$ cat src/hw/rtl/mgr_pkg.sv
// ----------------------------------------------------------------------------
// mgr_pkg
// Event codes, stroke direction codes, command codes and register map of the
// mouse gesture recogniser, and the table that maps strokes to commands.
// ----------------------------------------------------------------------------
package mgr_pkg;

  // Pointer event codes (codes 5 to 7 behave as "other")
  typedef enum logic [2:0] {
    CMD_PRESS   = 3'd0,
    CMD_RELEASE = 3'd1,
    CMD_MOVE    = 3'd2,
    CMD_MENU    = 3'd3,
    CMD_OTHER   = 3'd4
  } cmd_t;

  // Stroke directions
  typedef enum logic [1:0] {
    DIR_R = 2'd0,
    DIR_L = 2'd1,
    DIR_D = 2'd2,
    DIR_U = 2'd3
  } dir_t;

  // Browser command codes
  typedef enum logic [3:0] {
    GC_NONE        = 4'd0,
    GC_BACK        = 4'd1,
    GC_FORWARD     = 4'd2,
    GC_RELOAD      = 4'd3,
    GC_NEW_TAB     = 4'd4,
    GC_CLOSE_TAB   = 4'd5,
    GC_RESTORE_TAB = 4'd6,
    GC_PREV_TAB    = 4'd7,
    GC_NEXT_TAB    = 4'd8,
    GC_HARD_RELOAD = 4'd9
  } gcode_t;

  // Register map: register index is paddr[2]
  localparam int unsigned ADDR_W = 3;
  localparam logic REG_ENABLE    = 1'b0;
  localparam logic REG_THRESHOLD = 1'b1;

  localparam int unsigned THR_W = 15;
  localparam logic [THR_W-1:0] THR_RESET = 15'd24;

  // Stroke sequence to command; one_st / two_st say how many strokes exist
  function automatic gcode_t lookup_cmd(input logic one_st, input logic two_st,
                                        input dir_t d0, input dir_t d1);
    gcode_t c;
    c = GC_NONE;
    if (one_st) begin
      case (d0)
        DIR_L:   c = GC_BACK;
        DIR_R:   c = GC_FORWARD;
        DIR_U:   c = GC_RELOAD;
        default: c = GC_NEW_TAB;
      endcase
    end else if (two_st) begin
      if (d0 == DIR_D && d1 == DIR_R) c = GC_CLOSE_TAB;
      else if (d0 == DIR_D && d1 == DIR_L) c = GC_RESTORE_TAB;
      else if (d0 == DIR_U && d1 == DIR_L) c = GC_PREV_TAB;
      else if (d0 == DIR_U && d1 == DIR_R) c = GC_NEXT_TAB;
      else if (d0 == DIR_R && d1 == DIR_L) c = GC_HARD_RELOAD;
    end
    return c;
  endfunction

endpackage

$ cat src/hw/rtl/mouse_gesture_recognizer.sv
// ----------------------------------------------------------------------------
// mouse_gesture_recognizer
// Recognises right-button drag gestures from a stream of pointer events and
// reports one result word per event.
// ----------------------------------------------------------------------------
// Usage:
//   Input channel (in_*): one pointer event word per accepted handshake
//   (in_valid high, in_stall low at a rising edge).
//   Output channel (out_*): exactly one result word per event, in order.
//   The APB port sets gestures_enabled (0x0) and stroke_threshold (0x4);
//   write it only while no event is in flight.
//   An accepted event is held in the input register and its result is
//   shown in the output register.
//   Throughput: one event per cycle while out_stall allows; the single state
//   update per event (two 17-bit subtractions, magnitude compares and the
//   stroke append) lies between the input register and the output register.
//   Stall: while out_stall holds a result, the input register keeps its word
//   and in_stall rises once it is full; nothing is dropped.
//   Reset (rst_n low, synchronous): tracking, stroke count and the pending
//   menu swallow clear, gestures enabled, threshold 24, both stages empty.
// ----------------------------------------------------------------------------
module mouse_gesture_recognizer #(
  parameter int unsigned MAX_STROKES = 3
) (
  input  logic                        clk,
  input  logic                        rst_n,
  // event input
  input  logic                        in_valid,
  output logic                        in_stall,
  input  logic [2:0]                  in_cmd,
  input  logic                        in_right_button,
  input  logic                        in_right_held,
  input  logic signed [15:0]          in_pos_x,
  input  logic signed [15:0]          in_pos_y,
  // result output
  output logic                        out_valid,
  input  logic                        out_stall,
  output logic                        out_consumed,
  output logic                        out_gesture_done,
  output logic [3:0]                  out_command_code,
  // configuration
  input  logic                        psel,
  input  logic                        penable,
  input  logic                        pwrite,
  input  logic [mgr_pkg::ADDR_W-1:0]  paddr,
  input  logic [31:0]                 pwdata,
  output logic [31:0]                 prdata,
  output logic                        pready
);

  localparam int unsigned CW  = $clog2(MAX_STROKES + 1);
  localparam int unsigned IW  = (MAX_STROKES > 1) ? $clog2(MAX_STROKES) : 1;
  localparam int unsigned IX1 = (MAX_STROKES > 1) ? 1 : 0;
  localparam logic [CW-1:0] CNT_MAX = CW'(MAX_STROKES);
  localparam logic [CW-1:0] CNT_ONE = CW'(1);
  localparam logic [CW-1:0] CNT_TWO = CW'((MAX_STROKES > 1) ? 2 : 1);

  // configuration registers
  logic                           enable_r;
  logic [mgr_pkg::THR_W-1:0]      thresh_r;

  // input stage
  logic                           s1_valid_r;
  logic [2:0]                     s1_cmd_r;
  logic                           s1_right_r;
  logic                           s1_held_r;
  logic signed [15:0]             s1_x_r;
  logic signed [15:0]             s1_y_r;

  // gesture state
  logic                           tracking_r, tracking_nxt;
  logic signed [15:0]             origin_x_r, origin_x_nxt;
  logic signed [15:0]             origin_y_r, origin_y_nxt;
  mgr_pkg::dir_t                  dirs_r [MAX_STROKES];
  logic [CW-1:0]                  count_r, count_nxt;
  logic                           suppress_r, suppress_nxt;

  // output stage
  logic                           out_valid_r;
  logic                           consumed_r, consumed_nxt;
  logic                           done_r, done_nxt;
  mgr_pkg::gcode_t                code_r, code_nxt;

  logic                           advance;
  logic                           s1_fire;
  logic                           dir_we;
  logic [IW-1:0]                  dir_wa;
  mgr_pkg::dir_t                  new_dir;

  // handshake
  assign advance  = !out_valid_r || !out_stall;
  assign s1_fire  = s1_valid_r && advance;
  assign in_stall = s1_valid_r && !advance;

  assign out_valid        = out_valid_r;
  assign out_consumed     = consumed_r;
  assign out_gesture_done = done_r;
  assign out_command_code = code_r;

  // APB register file
  assign pready = 1'b1;

  always_comb begin
    prdata = 32'd0;
    case (paddr[2])
      mgr_pkg::REG_ENABLE:    prdata = {31'd0, enable_r};
      mgr_pkg::REG_THRESHOLD: prdata = {17'd0, thresh_r};
      default:                prdata = 32'd0;
    endcase
  end

  always_ff @(posedge clk) begin
    if (!rst_n) begin
      enable_r <= 1'b1;
      thresh_r <= mgr_pkg::THR_RESET;
    end else if (psel && penable && pwrite && pready) begin
      case (paddr[2])
        mgr_pkg::REG_ENABLE:    enable_r <= pwdata[0];
        mgr_pkg::REG_THRESHOLD: thresh_r <= pwdata[mgr_pkg::THR_W-1:0];
        default:                ;
      endcase
    end
  end

  // input register
  always_ff @(posedge clk) begin
    if (!rst_n) begin
      s1_valid_r <= 1'b0;
    end else if (!in_stall) begin
      s1_valid_r <= in_valid;
    end
  end

  always_ff @(posedge clk) begin
    if (in_valid && !in_stall) begin
      s1_cmd_r   <= in_cmd;
      s1_right_r <= in_right_button;
      s1_held_r  <= in_right_held;
      s1_x_r     <= in_pos_x;
      s1_y_r     <= in_pos_y;
    end
  end

  // event step: travel, direction and state update
  logic signed [16:0] dx, dy;
  logic        [16:0] ax, ay;
  logic               over_th;
  logic [CW-1:0]      cnt_m1;
  logic               differs;
  mgr_pkg::dir_t      last_dir;

  always_comb begin
    dx = 17'(s1_x_r) - 17'(origin_x_r);
    dy = 17'(s1_y_r) - 17'(origin_y_r);
    ax = dx[16] ? 17'(-dx) : 17'(dx);
    ay = dy[16] ? 17'(-dy) : 17'(dy);
    over_th = (ax >= 17'(thresh_r)) || (ay >= 17'(thresh_r));
    if (ax > ay) new_dir = (!dx[16] && dx != '0) ? mgr_pkg::DIR_R : mgr_pkg::DIR_L;
    else         new_dir = (!dy[16] && dy != '0) ? mgr_pkg::DIR_D : mgr_pkg::DIR_U;
    cnt_m1   = count_r - CNT_ONE;
    last_dir = dirs_r[cnt_m1[IW-1:0]];
    differs  = (count_r == '0) || (last_dir != new_dir);
  end

  always_comb begin
    tracking_nxt = tracking_r;
    origin_x_nxt = origin_x_r;
    origin_y_nxt = origin_y_r;
    count_nxt    = count_r;
    suppress_nxt = suppress_r;
    consumed_nxt = 1'b0;
    done_nxt     = 1'b0;
    code_nxt     = mgr_pkg::GC_NONE;
    dir_we       = 1'b0;
    dir_wa       = count_r[IW-1:0];

    if (s1_cmd_r == mgr_pkg::CMD_MENU) begin
      // swallow one context menu after a finished gesture
      if (suppress_r) begin
        suppress_nxt = 1'b0;
        consumed_nxt = 1'b1;
      end
    end else if (!enable_r) begin
      tracking_nxt = 1'b0;
    end else if (s1_cmd_r == mgr_pkg::CMD_PRESS && s1_right_r) begin
      tracking_nxt = 1'b1;
      origin_x_nxt = s1_x_r;
      origin_y_nxt = s1_y_r;
      count_nxt    = '0;
    end else if (s1_cmd_r == mgr_pkg::CMD_MOVE && tracking_r && s1_held_r) begin
      if (over_th) begin
        if (differs && count_r < CNT_MAX) begin
          dir_we    = 1'b1;
          count_nxt = count_r + CNT_ONE;
        end
        origin_x_nxt = s1_x_r;
        origin_y_nxt = s1_y_r;
      end
      consumed_nxt = (count_nxt != '0);
    end else if (s1_cmd_r == mgr_pkg::CMD_RELEASE && s1_right_r && tracking_r) begin
      tracking_nxt = 1'b0;
      if (count_r != '0) begin
        suppress_nxt = 1'b1;
        code_nxt     = mgr_pkg::lookup_cmd(count_r == CNT_ONE,
                                           (MAX_STROKES > 1) && (count_r == CNT_TWO),
                                           dirs_r[0], dirs_r[IX1]);
        count_nxt    = '0;
        consumed_nxt = 1'b1;
        done_nxt     = 1'b1;
      end
    end else if (s1_cmd_r == mgr_pkg::CMD_PRESS && !s1_right_r) begin
      tracking_nxt = 1'b0;
    end
  end

  // state and output registers
  always_ff @(posedge clk) begin
    if (!rst_n) begin
      tracking_r  <= 1'b0;
      origin_x_r  <= '0;
      origin_y_r  <= '0;
      count_r     <= '0;
      suppress_r  <= 1'b0;
      out_valid_r <= 1'b0;
    end else begin
      if (advance) out_valid_r <= s1_valid_r;
      if (s1_fire) begin
        tracking_r <= tracking_nxt;
        origin_x_r <= origin_x_nxt;
        origin_y_r <= origin_y_nxt;
        count_r    <= count_nxt;
        suppress_r <= suppress_nxt;
      end
    end
  end

  always_ff @(posedge clk) begin
    if (s1_fire) begin
      consumed_r <= consumed_nxt;
      done_r     <= done_nxt;
      code_r     <= code_nxt;
      if (dir_we) dirs_r[dir_wa] <= new_dir;
    end
  end

  // checks
  a_done_consumed: assert property (@(posedge clk) disable iff (!rst_n)
    out_valid_r && done_r |-> consumed_r)
    else $error("finished gesture not consumed");

  a_code_only_done: assert property (@(posedge clk) disable iff (!rst_n)
    out_valid_r && !done_r |-> code_r == mgr_pkg::GC_NONE)
    else $error("command code without finished gesture");

  a_count_range: assert property (@(posedge clk) disable iff (!rst_n)
    count_r <= CNT_MAX)
    else $error("stroke count beyond limit");

  a_done_arms_menu: assert property (@(posedge clk) disable iff (!rst_n)
    s1_fire && done_nxt |=> suppress_r && !tracking_r && count_r == '0)
    else $error("gesture finish left state inconsistent");

  a_stall_full: assert property (@(posedge clk) disable iff (!rst_n)
    in_stall |-> s1_valid_r && out_valid_r && out_stall)
    else $error("input stalled without back-pressure");

endmodule

$ cat config.mk
export PLATFORM = sky130hd
export DESIGN_NAME = mouse_gesture_recognizer
export DESIGN_NICKNAME = d
export VERILOG_FILES = /design/src/hw/rtl/mgr_pkg.sv /design/src/hw/rtl/mouse_gesture_recognizer.sv
export SDC_FILE = /design/constraint.sdc
export NUM_CORES = 1
export LEC_CHECK = 0
export BUFFER_PORTS_ARGS = -buffer_cell sky130_fd_sc_hd__buf_2
export CAP_MARGIN = 20
export CORE_UTILIZATION = 55
export CTS_BUF_LIST = sky130_fd_sc_hd__clkbuf_8
export DETAILED_ROUTE_END_ITERATION = 10
export PLACE_DENSITY = 0.84
export SLEW_MARGIN = 20
export SYNTH_ARGS = -nofsm -noshare
export SYNTH_HDL_FRONTEND = slang
export SYNTH_SLANG_ARGS = --single-unit
$ cat constraint.sdc
create_clock -name clk -period 6.7 [get_ports clk]
set_input_delay 0.335 -clock clk [delete_from_list [all_inputs] [get_ports clk]]
set_output_delay 0.335 -clock clk [all_outputs]
set_load 0.02 [all_outputs]
* After elaboration in Yosys (flattened, before gate mapping)
Memories as Yosys holds them, arrays and structs flattened.
Cells that the tools add are included.
** Word-level totals
- Register bits :: 97
- Bits in writable memories :: 6
- Memories kept :: 1
- Output and inout port bits :: 41
- Input port bits :: 79
** Memory list
- dirs_r :: depth 3, bits a word 2, read ports 3, clocked after Yosys merged registers in 0, write ports 1, line mouse_gesture_recognizer.sv:74 : mgr_pkg::dir_t dirs_r [MAX_STROKES];
** Cells by class
- Order comparisons :: 4
- Equality and inequality tests :: 14
- $add $sub $neg :: 6
- Multiplexer cells :: 57
- Reductions and logical operators :: 52
- Bitwise gates (word level) :: 5
** Operators with widths (count)
- $mux W16 :: 6
- $pmux W32 S2 :: 1
- $ge A17 B15 Y1 :: 2
- $mux W17 :: 2
- $neg A17 Y17 :: 2
- $reduce_bool A17 Y1 :: 2
- $sub A16 B16 Y17 :: 2
- $mux W1 :: 29
- $mux W4 :: 7
- $mux W2 :: 11
- $logic_and A1 B1 Y1 :: 19
- $gt A17 B17 Y1 :: 1
- $reduce_bool A2 Y1 :: 7
- $reduce_and A5 Y1 :: 2
- $pmux W3 S3 :: 1
- $logic_not A1 Y1 :: 7
- $eq A2 B1 Y1 const B :: 3
- $eq A2 B2 Y1 const B :: 3
- $eq A3 B2 Y1 const B :: 2
- $logic_not A2 Y1 :: 3
- $reduce_and A6 Y1 :: 1
- $reduce_bool A3 Y1 :: 2
- $reduce_or A6 Y1 :: 1
- $not A1 Y1 :: 5
- other kinds (13) :: 17

* Longest topological paths before layout
- Depth after elaboration :: 19
- Gate-level depth with buffers :: 27

* Worst setup path before layout
No wires, ideal clock.
- Kind :: flip-flop to flip-flop
- From :: register s1_y_r[0]
- To :: memory dirs_r[0][0] (netlist name), enable pin
- Stages on the path, launching flop included :: 21
- Data arrival time :: 5315 ps
- Data required time :: 6402 ps
- Buffers on the path :: 0
- Period minus slack after synthesis :: 5613 ps
- Path slack :: 1087 ps
- Cells stage by stage :: edfxtp_1 -> inv_1 -> ha_1 -> fa_1 -> nand2b_1 -> a21oi_2 -> nor4_1 -> a311oi_1 -> nand4_1 -> or3b_2 -> or4_1 -> ha_1 -> nand4_1 -> or2_2 -> or3_1 -> o21ai_0 -> nor2_1 -> a22oi_2 -> xnor2_1 -> a211oi_4 -> and3_1
** On the way
- Word-level cells in the longest chain between the ends :: 17
** RTL lines
- start, declared :: line mouse_gesture_recognizer.sv:68 : logic signed [15:0] s1_y_r;
- start signal, assigned :: line mouse_gesture_recognizer.sv:140 : s1_y_r <= in_pos_y;
- $sub A16 B16 Y17 (*) :: line mouse_gesture_recognizer.sv:154 : dy = 17'(s1_y_r) - 17'(origin_y_r);
- $neg A17 Y17 :: line mouse_gesture_recognizer.sv:156 : ay = dy[16] ? 17'(-dy) : 17'(dy);
- $mux W17 (*) :: line mouse_gesture_recognizer.sv:156
- $gt A17 B17 Y1 (*) :: line mouse_gesture_recognizer.sv:158 : if (ax > ay) new_dir = (!dx[16] && dx != '0) ? mgr_pkg::DIR_R : mgr_pkg::DIR_L;
- $mux W2 (*) :: line mouse_gesture_recognizer.sv:158
- via new_dir[1] :: line mouse_gesture_recognizer.sv:88 : mgr_pkg::dir_t new_dir;
- $ne A2 B2 Y1 (*) :: line mouse_gesture_recognizer.sv:162 : differs = (count_r == '0) || (last_dir != new_dir);
- $logic_or A1 B1 Y1 (*) :: line mouse_gesture_recognizer.sv:162
- [... 2 more ...]
- $mux W1 (*) :: line mouse_gesture_recognizer.sv:191 : if (over_th) begin
- $mux W1 (*) :: line mouse_gesture_recognizer.sv:190 : end else if (s1_cmd_r == mgr_pkg::CMD_MOVE && tracking_r && s1_held_r) begin
- $mux W1 (*) :: line mouse_gesture_recognizer.sv:185 : end else if (s1_cmd_r == mgr_pkg::CMD_PRESS && s1_right_r) begin
- $mux W1 (*) :: line mouse_gesture_recognizer.sv:183 : end else if (!enable_r) begin
- $mux W1 (*) :: line mouse_gesture_recognizer.sv:177 : if (s1_cmd_r == mgr_pkg::CMD_MENU) begin
- $mux W1 (*) :: line mouse_gesture_recognizer.sv:242 : if (dir_we) dirs_r[dir_wa] <= new_dir;
- $mux W1 (*) :: line mouse_gesture_recognizer.sv:238 : if (s1_fire) begin
- $mux W1 (not written as such) (*) :: line mouse_gesture_recognizer.sv:242
- end, declared :: line mouse_gesture_recognizer.sv:74
Mark *: on every way through the listed nets, which the timed path passes. The rest lies on a longest branch.

* Worst setup path in the final report
- From :: register s1_y_r[0]
- To :: memory dirs_r[2][1] (netlist name), enable pin
The elaborated chain is that of the path after synthesis.

==> impl_metrics.yaml <==
status:
  outcome: "finished, final reports clean"
clocking:
  clock-sinks: 105
  htreeDepth: 3
  cts_tree: "built"
  cts_hold_buf: 0
  cts_root_buffer: "clkbuf_8"
  clk-insertion-delay-late_ns: 0.39
  numCtsBuffers: 9
  ctsLongestPathBuffers: 2
  clkTransAtPathRegs_ns: 0.11
synth:
  yosys_warnings: 0
  synth.most_common_cell: "nand2_1"
  yosys-top-cells-area: "edfxtp_1 (19%), ha_1 (14%), dfxtp_1 (13%), nand2_1 (5.6%), mux2i_1 (4.4%)"
  synth_seq_cells: 105
  ys_seq_area_frac: 0.3168
  postSynthCellCount: 948
  syn_avg_cell_area_um2: 8.698
  synth-edff-count: 51
  syn_area_um2: 8245
  async_flop_share: 0
  ys_top_cells_by_count: "nand2_1 (124), ha_1 (90), inv_1 (80)"
  yosysUniqueCellTypes: 81
  synth_top_area_frac: 0.1857
  synth_ff_type: "dfxtp_1"
  yosysTopAreaCell: "edfxtp_1"
place:
  place_ws_ns: 0.3339
  port_buffers: 82
  routabilityCongestion: 0.9047
  placed_cell_area_um2: 8720
  dp.cells: 1186
  dpl.hpwl_um: 12670
sta:
  worstMarginPinSlew_ns: 0.8816
  finalSetupTns_ns: 0
  relSlewSlack: 0.4087
  setup_viol: 0
  setup_slack_ns: 0.5403
  rsz0062_at_grt: "false"
  hold_violations: 0
  period_share: 0.9194
  holdWs_ns: 0.1068
  timing.final.max_slew_violations: 0
  final.setup_skew_ns: 0.01307
  min_period_ns: 6.160
  max_freq_ghz: 0.1623
detailed_routing:
  drt_iter0_drc: 525
  drc: 0
  ant_nets: 0
  totalWireLength_um: 16610
  wl_per_cell_um: 13.80
  viasPerCell: 5.602
  num_vias: 6739
  first_pass_iters: 5
worst_setup_path:
  critPathBufInv: 1
  cp_cell_sequence: "inv_1, ha_1, fa_1, nand2b_1, a21oi_2, nor4_1, a311oi_2, nand4_1, or3b_2, or4_1, ha_1, nand4_1, or2_2, or3_1, o21ai_1, nor2_1, a22oi_2, xnor2_1, a211oi_4, and3_1"
  arrival_ns: 6.27
  crit_type: "reg -> reg"
  end_kind: "flop"
  worstPathRequired_ns: 6.81
  path_max_fanout: 7
  cp_slowest_stage_delay_ns: 0.50
  startpoint_type: "flop"
  cp_slowest_cell: "or3b_2"
  cp_top_family: "simple AND/OR/NAND/NOR gates"
global_routing:
  grt_usage: 0.2180
  grtUsageMet2: 0.3347
  grt_first_pass_wirelength_um: 28320
  grt_pass1_vias: 6226
  busiest_layer: "met2"
  grt_antenna_before_repair: 0
  use_met3: 0.02878
  met1_usage: 0.3043
  grt_max_degree: 70
  overflow: 0
power:
  p_leak_nw: 3.884
  combPwrFrac: 0.305
  internal_power_mw: 1.081
  pwr-share-seq: 0.441
  power_mw: 1.623
  peakVddDrop_mv: 0.08547
  power.share.switching: 0.3342
  pwr-share-clk: 0.254
  power.switching_uw: 542.4
  power.density_nw_per_um2: 181.5
finish:
  nNetsFinal: 1185
  diodes: 0
  layout-drive-gt1-share: 0.1256
  instances_no_fill: 1203
  fin_area_um2: 8944
  synthToLayoutAreaGrowth_pct: 8.467
  finish.utilization: 0.6130
worst_hold_path:
  min_path_type: "in -> reg"
floorplan:
  rows: 44
  chipWidth_um: 124.4
  die_h_um: 124.4
  core_area_um2: 14590
  io_pins: 120
  initial_core_util: 0.5652
  dieArea_um2: 15490
flow_run:
  maxCapViolations: 0
## cells in the final DEF (no fill, tap or decap), types with 4 or more instances in the layout
master       n
a211oi_1    10
a21o_1      23
a21oi_1     63
a31oi_1      7
and2_1      26
and3_1       9
buf_2       82
clkbuf_8     9
conb_1      20
dfxtp_1     54
edfxtp_1    51
ha_1        90
inv_1       80
mux2i_1     36
nand2_1    124
nand2b_1    10
nand3_1     20
nand4_1     17
nor2_1      52
nor2b_1     12
nor3_1      14
nor4_1       6
o2111ai_1    6
o211ai_1     9
o21a_1       5
o21ai_0     28
o21ai_1      7
o21bai_1     4
o31ai_1      4
or3_1        6
xnor2_1     23
xor2_1      24
## per-layer routing
layer  vias to the layer above  wire (um)  share of wire
met1                      3039       8248           0.50
met4                         0        465          0.028
li1                       3473          -              -
met5                         -          0              0
met3                        27        767          0.046
met2                       200       7127           0.43
## registers in the layout, indices dropped and copies added, names as in the netlist, 2 cells and up
| register | count |
|---|---|
| origin_x_r | 16 |
| s1_y_r | 16 |
| origin_y_r | 16 |
| dirs_r | 8 |
| thresh_r | 15 |
| s1_x_r | 16 |
| out_command_code | 4 |
| count_r | 2 |
| s1_cmd_r | 3 |
## cell type report
type | instances | area [um2]
inverter | 81 | 304.0
sequential | 105 | 2613
timing repair buffer | 86 | 465.4
tap | 184 | 230.2
clock inverter | 7 | 73.82
multi-input combinational | 731 | 5134
clock buffer | 9 | 123.9
fill | 1242 | 5645
## what timing repair did
action	CTS	global route
gates resized for setup	0	2
setup endpoints to repair	0	9
setup buffers	0	0
## final timing paths
path	startpoint	end	slack, ns	cells past startpoint
max	s1_y_r[0]	dirs_r[2][1]	0.54	20
min	in_pos_x[7]	s1_x_r[7]	0.11	1
max reg2reg	s1_y_r[0]	dirs_r[2][1]	0.54	20
min reg2reg	origin_x_r[4]	origin_x_r[4]	0.46	2
## power groups by stage
stage          clock network (mW)  logic, mW  registers [mW]
5_1_grt                     0.448      0.564           0.719
4_1_cts                     0.422      0.492           0.717
6_report                    0.412      0.495           0.716
3_3_place_gp                    0      0.474           0.730
2_1_floorplan                   0      0.380           0.729
3_5_place_dp                    0      0.488           0.731
## logic make-up (layout without fill, tap and decap cells)
kind of cell,count (synthesis),in the layout,synth area share
flip-flops,105,105,0.3168
multiplexers,41,41,0.05326
buffers and inverters,130,183,0.07041
other,2,20,0.0009108
AND/OR/NAND/NOR,322,322,0.1917
XOR/XNOR,47,47,0.04992
AO/OA/AOI/OAI,209,209,0.1756
adder cells (fa/ha/maj),92,92,0.1414
No activity file was read; power rests on OpenSTA's default activity.
